--- src/hw/rtl/pee_pkg.sv ---
`default_nettype none
package pee_pkg;

  // expression characters
  localparam logic [7:0] CH_AT    = 8'h40;
  localparam logic [7:0] CH_PLUS  = 8'h2B;
  localparam logic [7:0] CH_MINUS = 8'h2D;
  localparam logic [7:0] CH_MUL   = 8'h2A;
  localparam logic [7:0] CH_DIV   = 8'h2F;

  localparam logic [31:0] DIGIT_BASE  = 32'd48;
  localparam logic [31:0] EMPTY_VALUE = 32'hFFFF_FC19;  // -999

  localparam int DIV_STEPS = 32;
  localparam int DIV_CW    = $clog2(DIV_STEPS);

  typedef struct packed {
    logic [7:0] character;
    logic       last_char;
  } pee_in_t;

  typedef struct packed {
    logic signed [31:0] value;
    logic [5:0]         depth;
    logic               div_by_zero;
    logic               stack_overflow;
  } pee_out_t;

  // controller to datapath
  typedef struct packed {
    logic load_in;
    logic digit;
    logic push_acc;
    logic rd_second;
    logic take_a;
    logic take_b;
    logic exec;
    logic div_step;
    logic div_fix;
    logic push_res;
    logic load_out;
  } pee_cmd_t;

  // datapath to controller
  typedef struct packed {
    logic is_op;
    logic is_div;
    logic is_at;
    logic last;
    logic a_zero;
    logic div_last;
    logic out_full;
  } pee_stat_t;

endpackage
`default_nettype wire

--- src/hw/rtl/pee_ctrl.sv ---
`default_nettype none
module pee_ctrl (
  input  wire logic               clk,
  input  wire logic               rst_n,
  input  wire logic               in_valid,
  output logic                    in_ready,
  input  wire pee_pkg::pee_stat_t stat,
  output pee_pkg::pee_cmd_t       cmd
);

  localparam logic [3:0] S_IDLE   = 4'd0;
  localparam logic [3:0] S_DECODE = 4'd1;
  localparam logic [3:0] S_RDB    = 4'd2;
  localparam logic [3:0] S_OPB    = 4'd3;
  localparam logic [3:0] S_EXEC   = 4'd4;
  localparam logic [3:0] S_DIV    = 4'd5;
  localparam logic [3:0] S_DFIX   = 4'd6;
  localparam logic [3:0] S_PUSH   = 4'd7;
  localparam logic [3:0] S_TOP    = 4'd8;
  localparam logic [3:0] S_OUT    = 4'd9;

  logic [3:0] state_r;
  logic [3:0] state_nxt;

  always_comb begin
    state_nxt = state_r;
    cmd       = '0;
    in_ready  = 1'b0;
    case (state_r)
      S_IDLE: begin
        in_ready = 1'b1;
        if (in_valid) begin
          cmd.load_in = 1'b1;
          state_nxt   = S_DECODE;
        end
      end
      S_DECODE: begin
        // top of stack is read here for an operator
        if (stat.is_op) begin
          state_nxt = S_RDB;
        end else begin
          if (stat.is_at) begin
            cmd.push_acc = 1'b1;
          end else begin
            cmd.digit = 1'b1;
          end
          state_nxt = stat.last ? S_TOP : S_IDLE;
        end
      end
      S_RDB: begin
        cmd.take_a    = 1'b1;
        cmd.rd_second = 1'b1;
        state_nxt     = S_OPB;
      end
      S_OPB: begin
        cmd.take_b = 1'b1;
        state_nxt  = S_EXEC;
      end
      S_EXEC: begin
        cmd.exec  = 1'b1;
        state_nxt = (stat.is_div && !stat.a_zero) ? S_DIV : S_PUSH;
      end
      S_DIV: begin
        cmd.div_step = 1'b1;
        if (stat.div_last) begin
          state_nxt = S_DFIX;
        end
      end
      S_DFIX: begin
        cmd.div_fix = 1'b1;
        state_nxt   = S_PUSH;
      end
      S_PUSH: begin
        cmd.push_res = 1'b1;
        state_nxt    = stat.last ? S_TOP : S_IDLE;
      end
      S_TOP: begin
        state_nxt = S_OUT;
      end
      S_OUT: begin
        if (!stat.out_full) begin
          cmd.load_out = 1'b1;
          state_nxt    = S_IDLE;
        end
      end
      default: begin
        state_nxt = S_IDLE;
      end
    endcase
  end

  always_ff @(posedge clk) begin
    if (!rst_n) begin
      state_r <= S_IDLE;
    end else begin
      state_r <= state_nxt;
    end
  end

endmodule
`default_nettype wire

--- src/hw/rtl/pee_dpath.sv ---
`default_nettype none
module pee_dpath #(
  parameter int STACK_DEPTH = 32
) (
  input  wire logic               clk,
  input  wire logic               rst_n,
  input  wire pee_pkg::pee_in_t   in_data,
  input  wire pee_pkg::pee_cmd_t  cmd,
  output pee_pkg::pee_stat_t      stat,
  output logic                    out_valid,
  input  wire logic               out_ready,
  output pee_pkg::pee_out_t       out_data
);

  localparam int AW = (STACK_DEPTH > 1) ? $clog2(STACK_DEPTH) : 1;
  localparam int CW = $clog2(STACK_DEPTH + 1);
  localparam logic [CW-1:0] FULL_COUNT = CW'(STACK_DEPTH);

  logic [31:0]           mem [STACK_DEPTH];
  logic [31:0]           rdata_r;
  logic [AW-1:0]         raddr;

  logic [7:0]            ch_r;
  logic                  last_r;
  logic [CW-1:0]         count_r;
  logic [31:0]           acc_r;
  logic [31:0]           acc_nxt;
  logic                  dz_r;
  logic                  ovf_r;
  logic [31:0]           a_r;
  logic [31:0]           b_r;
  logic [31:0]           res_r;

  logic [31:0]           quo_r;
  logic [31:0]           rem_r;
  logic [31:0]           dvsr_r;
  logic                  neg_r;
  logic [pee_pkg::DIV_CW-1:0] dcnt_r;
  logic [32:0]           rem_shift;
  logic [32:0]           rem_diff;

  logic [CW-1:0]         cnt_m1;
  logic [CW-1:0]         cnt_m2;
  logic [CW-1:0]         push_base;
  logic [31:0]           push_data;
  logic                  push_en;

  pee_pkg::pee_out_t     out_r;
  logic                  out_valid_r;

  assign cnt_m1 = count_r - CW'(1);
  assign cnt_m2 = count_r - CW'(2);
  assign raddr  = cmd.rd_second ? cnt_m2[AW-1:0] : cnt_m1[AW-1:0];

  assign stat.is_op    = (ch_r == pee_pkg::CH_PLUS) || (ch_r == pee_pkg::CH_MINUS) ||
                         (ch_r == pee_pkg::CH_MUL)  || (ch_r == pee_pkg::CH_DIV);
  assign stat.is_div   = (ch_r == pee_pkg::CH_DIV);
  assign stat.is_at    = (ch_r == pee_pkg::CH_AT);
  assign stat.last     = last_r;
  assign stat.a_zero   = (a_r == 32'd0);
  assign stat.div_last = (dcnt_r == pee_pkg::DIV_CW'(pee_pkg::DIV_STEPS - 1));
  assign stat.out_full = out_valid_r && !out_ready;

  // acc * 10 as two shifted copies
  assign acc_nxt = (acc_r << 3) + (acc_r << 1) + {24'd0, ch_r} - pee_pkg::DIGIT_BASE;

  // an operator pops two (floored at empty) before pushing
  assign push_base = cmd.push_acc ? count_r :
                     ((count_r >= CW'(2)) ? cnt_m2 : '0);
  assign push_data = cmd.push_acc ? acc_r : res_r;
  assign push_en   = cmd.push_acc || cmd.push_res;

  // restoring divider, one quotient bit a cycle
  assign rem_shift = {rem_r, quo_r[31]};
  assign rem_diff  = rem_shift - {1'b0, dvsr_r};

  always_ff @(posedge clk) begin
    rdata_r <= mem[raddr];
    if (push_en && (push_base < FULL_COUNT)) begin
      mem[push_base[AW-1:0]] <= push_data;
    end
  end

  always_ff @(posedge clk) begin
    if (cmd.load_in) begin
      ch_r   <= in_data.character;
      last_r <= in_data.last_char;
    end
    if (cmd.take_a) begin
      a_r <= (count_r != '0) ? rdata_r : pee_pkg::EMPTY_VALUE;
    end
    if (cmd.take_b) begin
      b_r <= (count_r >= CW'(2)) ? rdata_r : pee_pkg::EMPTY_VALUE;
    end
    if (cmd.exec) begin
      case (ch_r)
        pee_pkg::CH_PLUS:  res_r <= b_r + a_r;
        pee_pkg::CH_MINUS: res_r <= b_r - a_r;
        pee_pkg::CH_MUL:   res_r <= b_r * a_r;
        default:           res_r <= '0;
      endcase
      quo_r  <= b_r[31] ? (32'd0 - b_r) : b_r;
      dvsr_r <= a_r[31] ? (32'd0 - a_r) : a_r;
      rem_r  <= '0;
      neg_r  <= a_r[31] ^ b_r[31];
      dcnt_r <= '0;
    end
    if (cmd.div_step) begin
      dcnt_r <= dcnt_r + pee_pkg::DIV_CW'(1);
      // remainder stays below the divisor, so 32 bits hold it
      if (!rem_diff[32]) begin
        rem_r <= rem_diff[31:0];
        quo_r <= {quo_r[30:0], 1'b1};
      end else begin
        rem_r <= rem_shift[31:0];
        quo_r <= {quo_r[30:0], 1'b0};
      end
    end
    if (cmd.div_fix) begin
      res_r <= neg_r ? (32'd0 - quo_r) : quo_r;
    end
    if (cmd.load_out) begin
      out_r.value          <= (count_r != '0) ? rdata_r : pee_pkg::EMPTY_VALUE;
      out_r.depth          <= 6'(count_r);
      out_r.div_by_zero    <= dz_r;
      out_r.stack_overflow <= ovf_r;
    end
  end

  always_ff @(posedge clk) begin
    if (!rst_n) begin
      count_r     <= '0;
      acc_r       <= '0;
      dz_r        <= 1'b0;
      ovf_r       <= 1'b0;
      out_valid_r <= 1'b0;
    end else begin
      if (cmd.load_out) begin
        // result leaves, expression state starts over
        count_r     <= '0;
        acc_r       <= '0;
        dz_r        <= 1'b0;
        ovf_r       <= 1'b0;
        out_valid_r <= 1'b1;
      end else begin
        if (out_ready) begin
          out_valid_r <= 1'b0;
        end
        if (cmd.digit) begin
          acc_r <= acc_nxt;
        end
        if (cmd.push_acc) begin
          acc_r <= '0;
        end
        if (cmd.exec && stat.is_div && stat.a_zero) begin
          dz_r <= 1'b1;
        end
        if (push_en) begin
          if (push_base < FULL_COUNT) begin
            count_r <= push_base + CW'(1);
          end else begin
            count_r <= push_base;
            ovf_r   <= 1'b1;
          end
        end
      end
    end
  end

  assign out_valid = out_valid_r;
  assign out_data  = out_r;

endmodule
`default_nettype wire

--- src/hw/rtl/postfix_expression_evaluator.sv ---
`default_nettype none
// Postfix (RPN) evaluator fed one character word at a time: digits build a number,
// '@' pushes it, '+' '-' '*' '/' pop two operands and push the 32-bit wrapped
// result (division truncates toward zero, divide by zero gives 0 and a sticky
// flag, a push onto a full stack is dropped with a sticky flag, a pop from an
// empty stack gives -999). A word marked last_char produces one result word with
// the top of stack (-999 if empty), the depth modulo 64 and both flags, then the
// evaluator clears itself. The operand stack is a memory with one read port and one
// write port and a registered read, so operands come out one per cycle. Digit and
// '@' words are applied at decode; '+' '-' '*' read both operands, execute and push;
// '/' also runs the bit-serial divider, one quotient bit per cycle, and a sign fix;
// a last word adds the top-of-stack read and waits while the output register is full.
module postfix_expression_evaluator #(
  parameter int STACK_DEPTH = 32
) (
  input  wire logic              clk,
  input  wire logic              rst_n,
  input  wire logic              in_valid,
  output logic                   in_ready,
  input  wire pee_pkg::pee_in_t  in_data,
  output logic                   out_valid,
  input  wire logic              out_ready,
  output pee_pkg::pee_out_t      out_data
);

  pee_pkg::pee_cmd_t  cmd;
  pee_pkg::pee_stat_t stat;

  pee_ctrl u_ctrl (
    .clk      (clk),
    .rst_n    (rst_n),
    .in_valid (in_valid),
    .in_ready (in_ready),
    .stat     (stat),
    .cmd      (cmd)
  );

  pee_dpath #(
    .STACK_DEPTH (STACK_DEPTH)
  ) u_dpath (
    .clk       (clk),
    .rst_n     (rst_n),
    .in_data   (in_data),
    .cmd       (cmd),
    .stat      (stat),
    .out_valid (out_valid),
    .out_ready (out_ready),
    .out_data  (out_data)
  );

endmodule
`default_nettype wire
--- config.mk ---
export PLATFORM = sky130hd
export DESIGN_NAME = postfix_expression_evaluator
export DESIGN_NICKNAME = d
export VERILOG_FILES = /design/src/hw/rtl/pee_pkg.sv /design/src/hw/rtl/pee_ctrl.sv /design/src/hw/rtl/pee_dpath.sv /design/src/hw/rtl/postfix_expression_evaluator.sv
export SDC_FILE = /design/constraint.sdc
export NUM_CORES = 2
export LEC_CHECK = 0
export BUFFER_PORTS_ARGS = -buffer_cell sky130_fd_sc_hd__buf_2
export CAP_MARGIN = 40
export CORE_MARGIN = 5
export CORE_UTILIZATION = 31
export DETAILED_ROUTE_END_ITERATION = 10
export GPL_TIMING_DRIVEN = 0
export PLACE_DENSITY_LB_ADDON = 0.2
export SYNTH_ARGS = -nofsm -noshare
export SYNTH_HDL_FRONTEND = slang
export SYNTH_HIERARCHICAL = 1
export SYNTH_SLANG_ARGS = --single-unit
--- constraint.sdc ---
create_clock -name clk -period 14.8 [get_ports clk]
set_input_delay 2.96 -clock clk [delete_from_list [all_inputs] [get_ports clk]]
set_output_delay 2.96 -clock clk [all_outputs]
set_load 0.05 [all_outputs]
After elaboration in Yosys (flattened, before gate mapping)
Memories as Yosys holds them, arrays and structs flattened. A register that Yosys moved wholly into a read port is not among the register bits.
Cells that the tools add are included.
W data, S select, Z words.
- output and inout port bits: 42
- register bits after elaboration: 292
- memories: 1
- logic and storage cells: 126
- memory bits (writable): 1024
- memories (memory ; depth ; bits a word ; read ports ; clocked after Yosys merged registers in ; wr ports ; line ; RTL):
    u_dpath.mem ; 32 ; 32 ; 1 ; 1 ; 1 ; pee_dpath.sv:19 ; logic [31:0] mem [STACK_DEPTH];
- $mul: 1
- $lt $le $gt $ge: 2
- add/sub/neg operators: 13
- bitwise operators: 3
- reduce and logical (&&, ||, !) cells: 21
- muxes and demuxes: 46
- equal/unequal tests: 18
- operators by type and width (kind ; count):
    $mux W32 ; 11
    $pmux W32 S3 ; 1
    $sub A1 B32 Y32 const A ; 3
    $add A32 B32 Y32 ; 2
    $pmux W4 S10 ; 1
    $sub A33 B32 Y33 ; 1
    $add A32 B8 Y32 ; 1
    $eq A8 B6 Y1 const B ; 4
    $logic_not A32 Y1 ; 1
    $mul A32 B32 Y32 ; 1
    $sub A32 B32 Y32 ; 1
    $sub A32 B6 Y32 const B ; 1
    $mux W31 ; 1
    $mux W4 ; 5
    $mux W6 ; 3
    $mux W1 ; 17
    $eq A4 B3 Y1 const B ; 4
    $mux W5 ; 3
    $eq A4 B2 Y1 const B ; 2
    $eq A4 B4 Y1 const B ; 2
    $eq A8 B7 Y1 const B ; 1
    $mux W2 ; 4
    $add A6 B1 Y6 const B ; 1
    $ge A6 B2 Y1 const B ; 1
    19 further kinds ; 32

Logic depth before layout (Yosys ltp)
- depth in word-level cells: 11
- gate-level depth with buffers: 28
- gate-level depth less buffers: 26

Hierarchy
Netlist, hierarchy kept.
- by module, submodules not included (module ; area each (um2) ; cells each ; times used ; seq. area each (um2)):
    pee_dpath ; 75232.2 ; 5447 ; 1 ; 39628.0
    pee_ctrl ; 399.1 ; 53 ; 1 ; 80.1

Worst setup path before layout
Ideal clock, no wire load.
- kind: input to register
- start: input port out_ready
- end: register u_dpath.acc_r[15]
- stages on the path: 9
- arrival time: 8948 ps
- path slack: 5725 ps
- buffers on the path: 4
- path through: nor2b_1 nor4b_1 nand2b_1 clkbuf_1 or2_2 clkbuf_1 clkbuf_1 clkbuf_1 nor2_1
- RTL lines (what ; line ; RTL):
    start, declared ; postfix_expression_evaluator.sv:22 ; input wire logic out_ready,
    end signal, assigned ; pee_dpath.sv:150 ; acc_r <= acc_nxt;
    end, declared ; pee_dpath.sv:26 ; logic [31:0] acc_r;

Worst setup path after layout
- start: register u_dpath.a_r[7]
- end: register u_dpath.res_r[28] (data pin)
- longest elaborated chain between the ends: 4
- elaborated cells between the ends (all ways): 6
- those cells by class: add/sub: 2; mul: 1; mux: 3
- RTL lines (what ; line ; RTL):
    start, declared ; pee_dpath.sv:30 ; logic [31:0] a_r;
    start signal, assigned ; pee_dpath.sv:90 ; a_r <= (count_r != '0) ? rdata_r : pee_pkg::EMPTY_VALUE;
    $mul A32 B32 Y32, or another cell as far along ; pee_dpath.sv:99 ; pee_pkg::CH_MUL: res_r <= b_r * a_r;
    $pmux W32 S3 (*) ; pee_dpath.sv:96 ; case (ch_r)
    $mux W32 (*) ; pee_dpath.sv:95 ; if (cmd.exec) begin
    $mux W32 (*) ; pee_dpath.sv:119 ; if (cmd.div_fix) begin
    end signal, assigned ; pee_dpath.sv:97 ; pee_pkg::CH_PLUS: res_r <= b_r + a_r;
    end signal, assigned ; pee_dpath.sv:99 ;
    end signal, assigned ; pee_dpath.sv:120 ; res_r <= neg_r ? (32'd0 - quo_r) : quo_r;
    end, declared ; pee_dpath.sv:32 ; logic [31:0] res_r;
Mark *: on every way between the ends. The rest lies on a longest branch, timed or not. The select of a mux whose other input is x is not followed.
A chain may end at the register's enable or synchronous reset.

==> flow_summary_export.csv <==
group,metric,value,unit
outcome,status,"finished, final reports clean",
finish,drive_gt1_share,14.0,%
logic_synthesis,synth_top_area_share,50.5,%
place,globalplace.congestion,0.946,
logic_synthesis,synthCells,5500,
logic_synthesis,synth_ff_type,"edfxtp_1",
clock_tree,clk_latency,0.77,ns
worst_setup_path,crit_required,15.37,ns
pwr,ir_worst_vdd,0.000113,V
sta,finalCriticalPeriod,9.82,ns
place,place_hpwl,178,mm
finish,area_growth,14.7,%
logic_synthesis,yosysTopAreaCell,"edfxtp_1",
floorplan,die_area,0.254,mm2
clock_tree,cts_buffers,146,
sta,setup_violations,0,
clock_tree,clock_path_buffers,3,
sta,tightest_slew,1.02,ns
logic_synthesis,async_reset_ff_share,0,%
pwr,p_clk_share,40.3,%
logic_synthesis,synth_edf_count,1271,
drt,antenna_left,0,
drt,routed-via-count,45800,
sta,tns,0,ns
grt,antenna_found_initial,11,
pwr,p_sw,0.00224,W
logic_synthesis,ys_seq_area_share,52.5,%
drt,wire_per_inst,25.6,um
worst_setup_path,worst_ep_arrival_time,10.38,ns
clock_tree,cts_tree,"yes",
drt,vias_per_cell,5.00,
clock_tree,cts_setup_buffers,0,
grt,grt_max_degree,49,
floorplan,core,0.243,mm2
pwr,intPower,0.00664,W
sta,fin_skew,0.0464,ns
logic_synthesis,ys_ff_latch,1348,
finish,final_cell_mix,"edfxtp_1 (1271), inv_1 (534), fa_1 (416), nand2_1 (415), and2_1 (333)",
floorplan,die_w,504,um
sta,slew_violations,0,
floorplan,io_pins,55,
worst_setup_path,path_max_fanout,10,
grt,grt_pass1_vias,47400,
floorplan,die_h,504,um
pwr,p_sw_share,25.2,%
clock_tree,hold_buffers,0,
grt,grt_pass1_wl,340,mm
clock_tree,cts-htree-levels,4,
pwr,comb_power_share,12.7,%
min_path,min_path_type,"flip-flop to flip-flop",
clock_tree,clkSlewWorstSetupHoldPaths,0.06,ns
worst_setup_path,critPathKind,"flip-flop to flip-flop",
finish,finish.utilization,35.7,%
logic_synthesis,yosys_warnings,6,
pwr,powerDensity,102,mW/mm2
logic_synthesis,synth_area_per_cell,13.8,um2
sta,max_freq,102,MHz
sta,rsz0062_at_grt,"false",
grt,overflow,0,
clock_tree,cts_root_buffer,"clkbuf_16",
worst_setup_path,worstSetupEndpointType,"flip-flop",
logic_synthesis,synth_area_leaders,"edfxtp_1 (50%), fa_1 (11%), mux4_2 (7.6%)",
logic_synthesis,ys_types,85,
logic_synthesis,synth_nets,6211,
place,port_buffers,54,
sta,period_share,66.3,%
run,cap_viol_max_count,0,
pwr,power_frac_seq,47.0,%
finish,nNetsFinal,6544,
clock_tree,cts_resized,0,
grt,grt_usage,18.2,%
pwr,leakage,31.3,nW
sta,maxSlewHeadroom,31.8,%
drt,drtPass1Iterations,6,
sta,hold_viol_final,0,
finish,final_common_cell,"edfxtp_1",
clock_tree,clock-sinks,1348,
logic_synthesis,synth_area,0.0756,mm2
floorplan,rows,181,
floorplan,start_util,31.1,%
worst_setup_path,start_kind,"flip-flop",
drt,drt_wl_total,235,mm
drt,drc,0,
drt,initialDrtViolationCount,3668,
==> Yosys cell counts (all sizes together), types with 100 or more instances <==
master,instances
a21oi,165
and2,333
clkbuf,237
edfxtp,1271
fa,416
ha,282
inv,535
mux2,100
mux2i,123
mux4,256
nand2,415
nor2,222
o21ai,149
xnor2,172
xor2,117
==> sequential cells by signal, summed over array words and instances, names as in the netlist <==
register and count:
u_dpath/b_r 32, u_dpath/last_r 1, u_dpath/neg_r 1, u_dpath/out_valid 1
u_dpath/out_data 40, u_dpath/dvsr_r 32, u_dpath/count_r 6, u_dpath/ovf_r 1
u_dpath/dz_r 1, u_dpath/dcnt_r 5, u_dpath/ch_r 8, u_ctrl/state_r 4
u_dpath/quo_r 32, u_dpath/mem 1024, u_dpath/acc_r 32, u_dpath/a_r 32
u_dpath/rem_r 32, u_dpath/res_r 32, u_dpath/rdata_r 32
==> worst max-delay path, stage by stage (launching register included) <==
cell and delay, ns:
edfxtp_1 0.31, clkbuf_1 0.60, buf_8 0.24, clkbuf_1 0.62, and2_1 0.24, fa_1 0.44, fa_1 0.46, fa_1 0.55
inv_1 0.05, fa_1 0.47, inv_1 0.05, fa_1 0.49, inv_1 0.06, fa_1 0.53, inv_1 0.07, fa_1 0.42
fa_1 0.49, ha_1 0.37, a21o_1 0.19, a21o_1 0.23, a2111oi_0 0.55, buf_1 0.22, o41ai_1 0.14, a2111oi_0 0.42
nor3_1 0.17, xor2_1 0.82, a221oi_1 0.19, a21oi_1 0.24
==> final cells by class <==
cell class | count | area (um2)
flip-flops and latches | 1348 | 39700
diodes | 8 | 20.0
well taps | 3202 | 4010
clock inverters | 73 | 766
repair buffers | 185 | 2190
plain buffers | 296 | 1180
clock buffers | 191 | 3890
inverters | 535 | 2010
fillers | 23500 | 156000
multi-input cells | 3321 | 33000
==> path summary, 6_finish.rpt <==
check	from	endpoint	slack, ns	depth (start not counted)
hold / removal	u_dpath/count_r[3]	u_dpath/out_data[5]	0.46	0
setup reg to reg	u_dpath/a_r[7]	u_dpath/res_r[28]	4.98	27
hold reg to reg	u_dpath/count_r[3]	u_dpath/out_data[5]	0.46	0
setup / recovery	u_dpath/a_r[7]	u_dpath/res_r[28]	4.98	27
==> power groups by stage <==
| stage | clock, W | combinational [W] | sequential (W) |
|---|---|---|---|
| floorplan | 0 | 0.000845 | 0.00424 |
| global placement | 0 | 0.00111 | 0.00426 |
| detailed placement | 0 | 0.00112 | 0.00426 |
| CTS | 0.00367 | 0.00113 | 0.00418 |
| global route | 0.00384 | 0.00127 | 0.00417 |
| finish | 0.00358 | 0.00113 | 0.00417 |
==> metrics by stage <==
step	setup WS, ns	std cells	hold slack, ns	instance area [um2]	power [W]
finish	4.98	9159	0.456	86800	0.00888
global route	4.57	9152	0.477	86800	0.00928
CTS	5.05	9151	0.466	86800	0.00897
detailed placement	5.07	8887	0.443	82100	0.00537
global placement	0.843	8756	0.463	79900	0.00537
floorplan	5.72	5500	0.406	75600	0.00508
==> routing by layer <==
layer	vias up	track usage (%)	part of all wire, %
li1	20300	-	-
met1	24000	23.8	42
met2	1248	31.2	50
met3	289	2.73	4.9
met4	0	5.78	3.3
met5	-	0	0
==> cell families (layout without fill, tap and decap cells) <==
family | after synthesis | in the layout | synth area share (%)
buffers and inverters | 831 | 1280 | 4.21
adders and majority gates | 698 | 698 | 15.7
and+or+nand+nor | 1244 | 1244 | 8.30
AOI/OAI and AO/OA | 611 | 611 | 5.21
DFF | 1348 | 1348 | 52.5
other | 0 | 8 | 0
xor gates and xnor gates | 289 | 289 | 3.35
muxes | 479 | 479 | 10.7
Note: power is estimated with default switching activity, not from simulation.
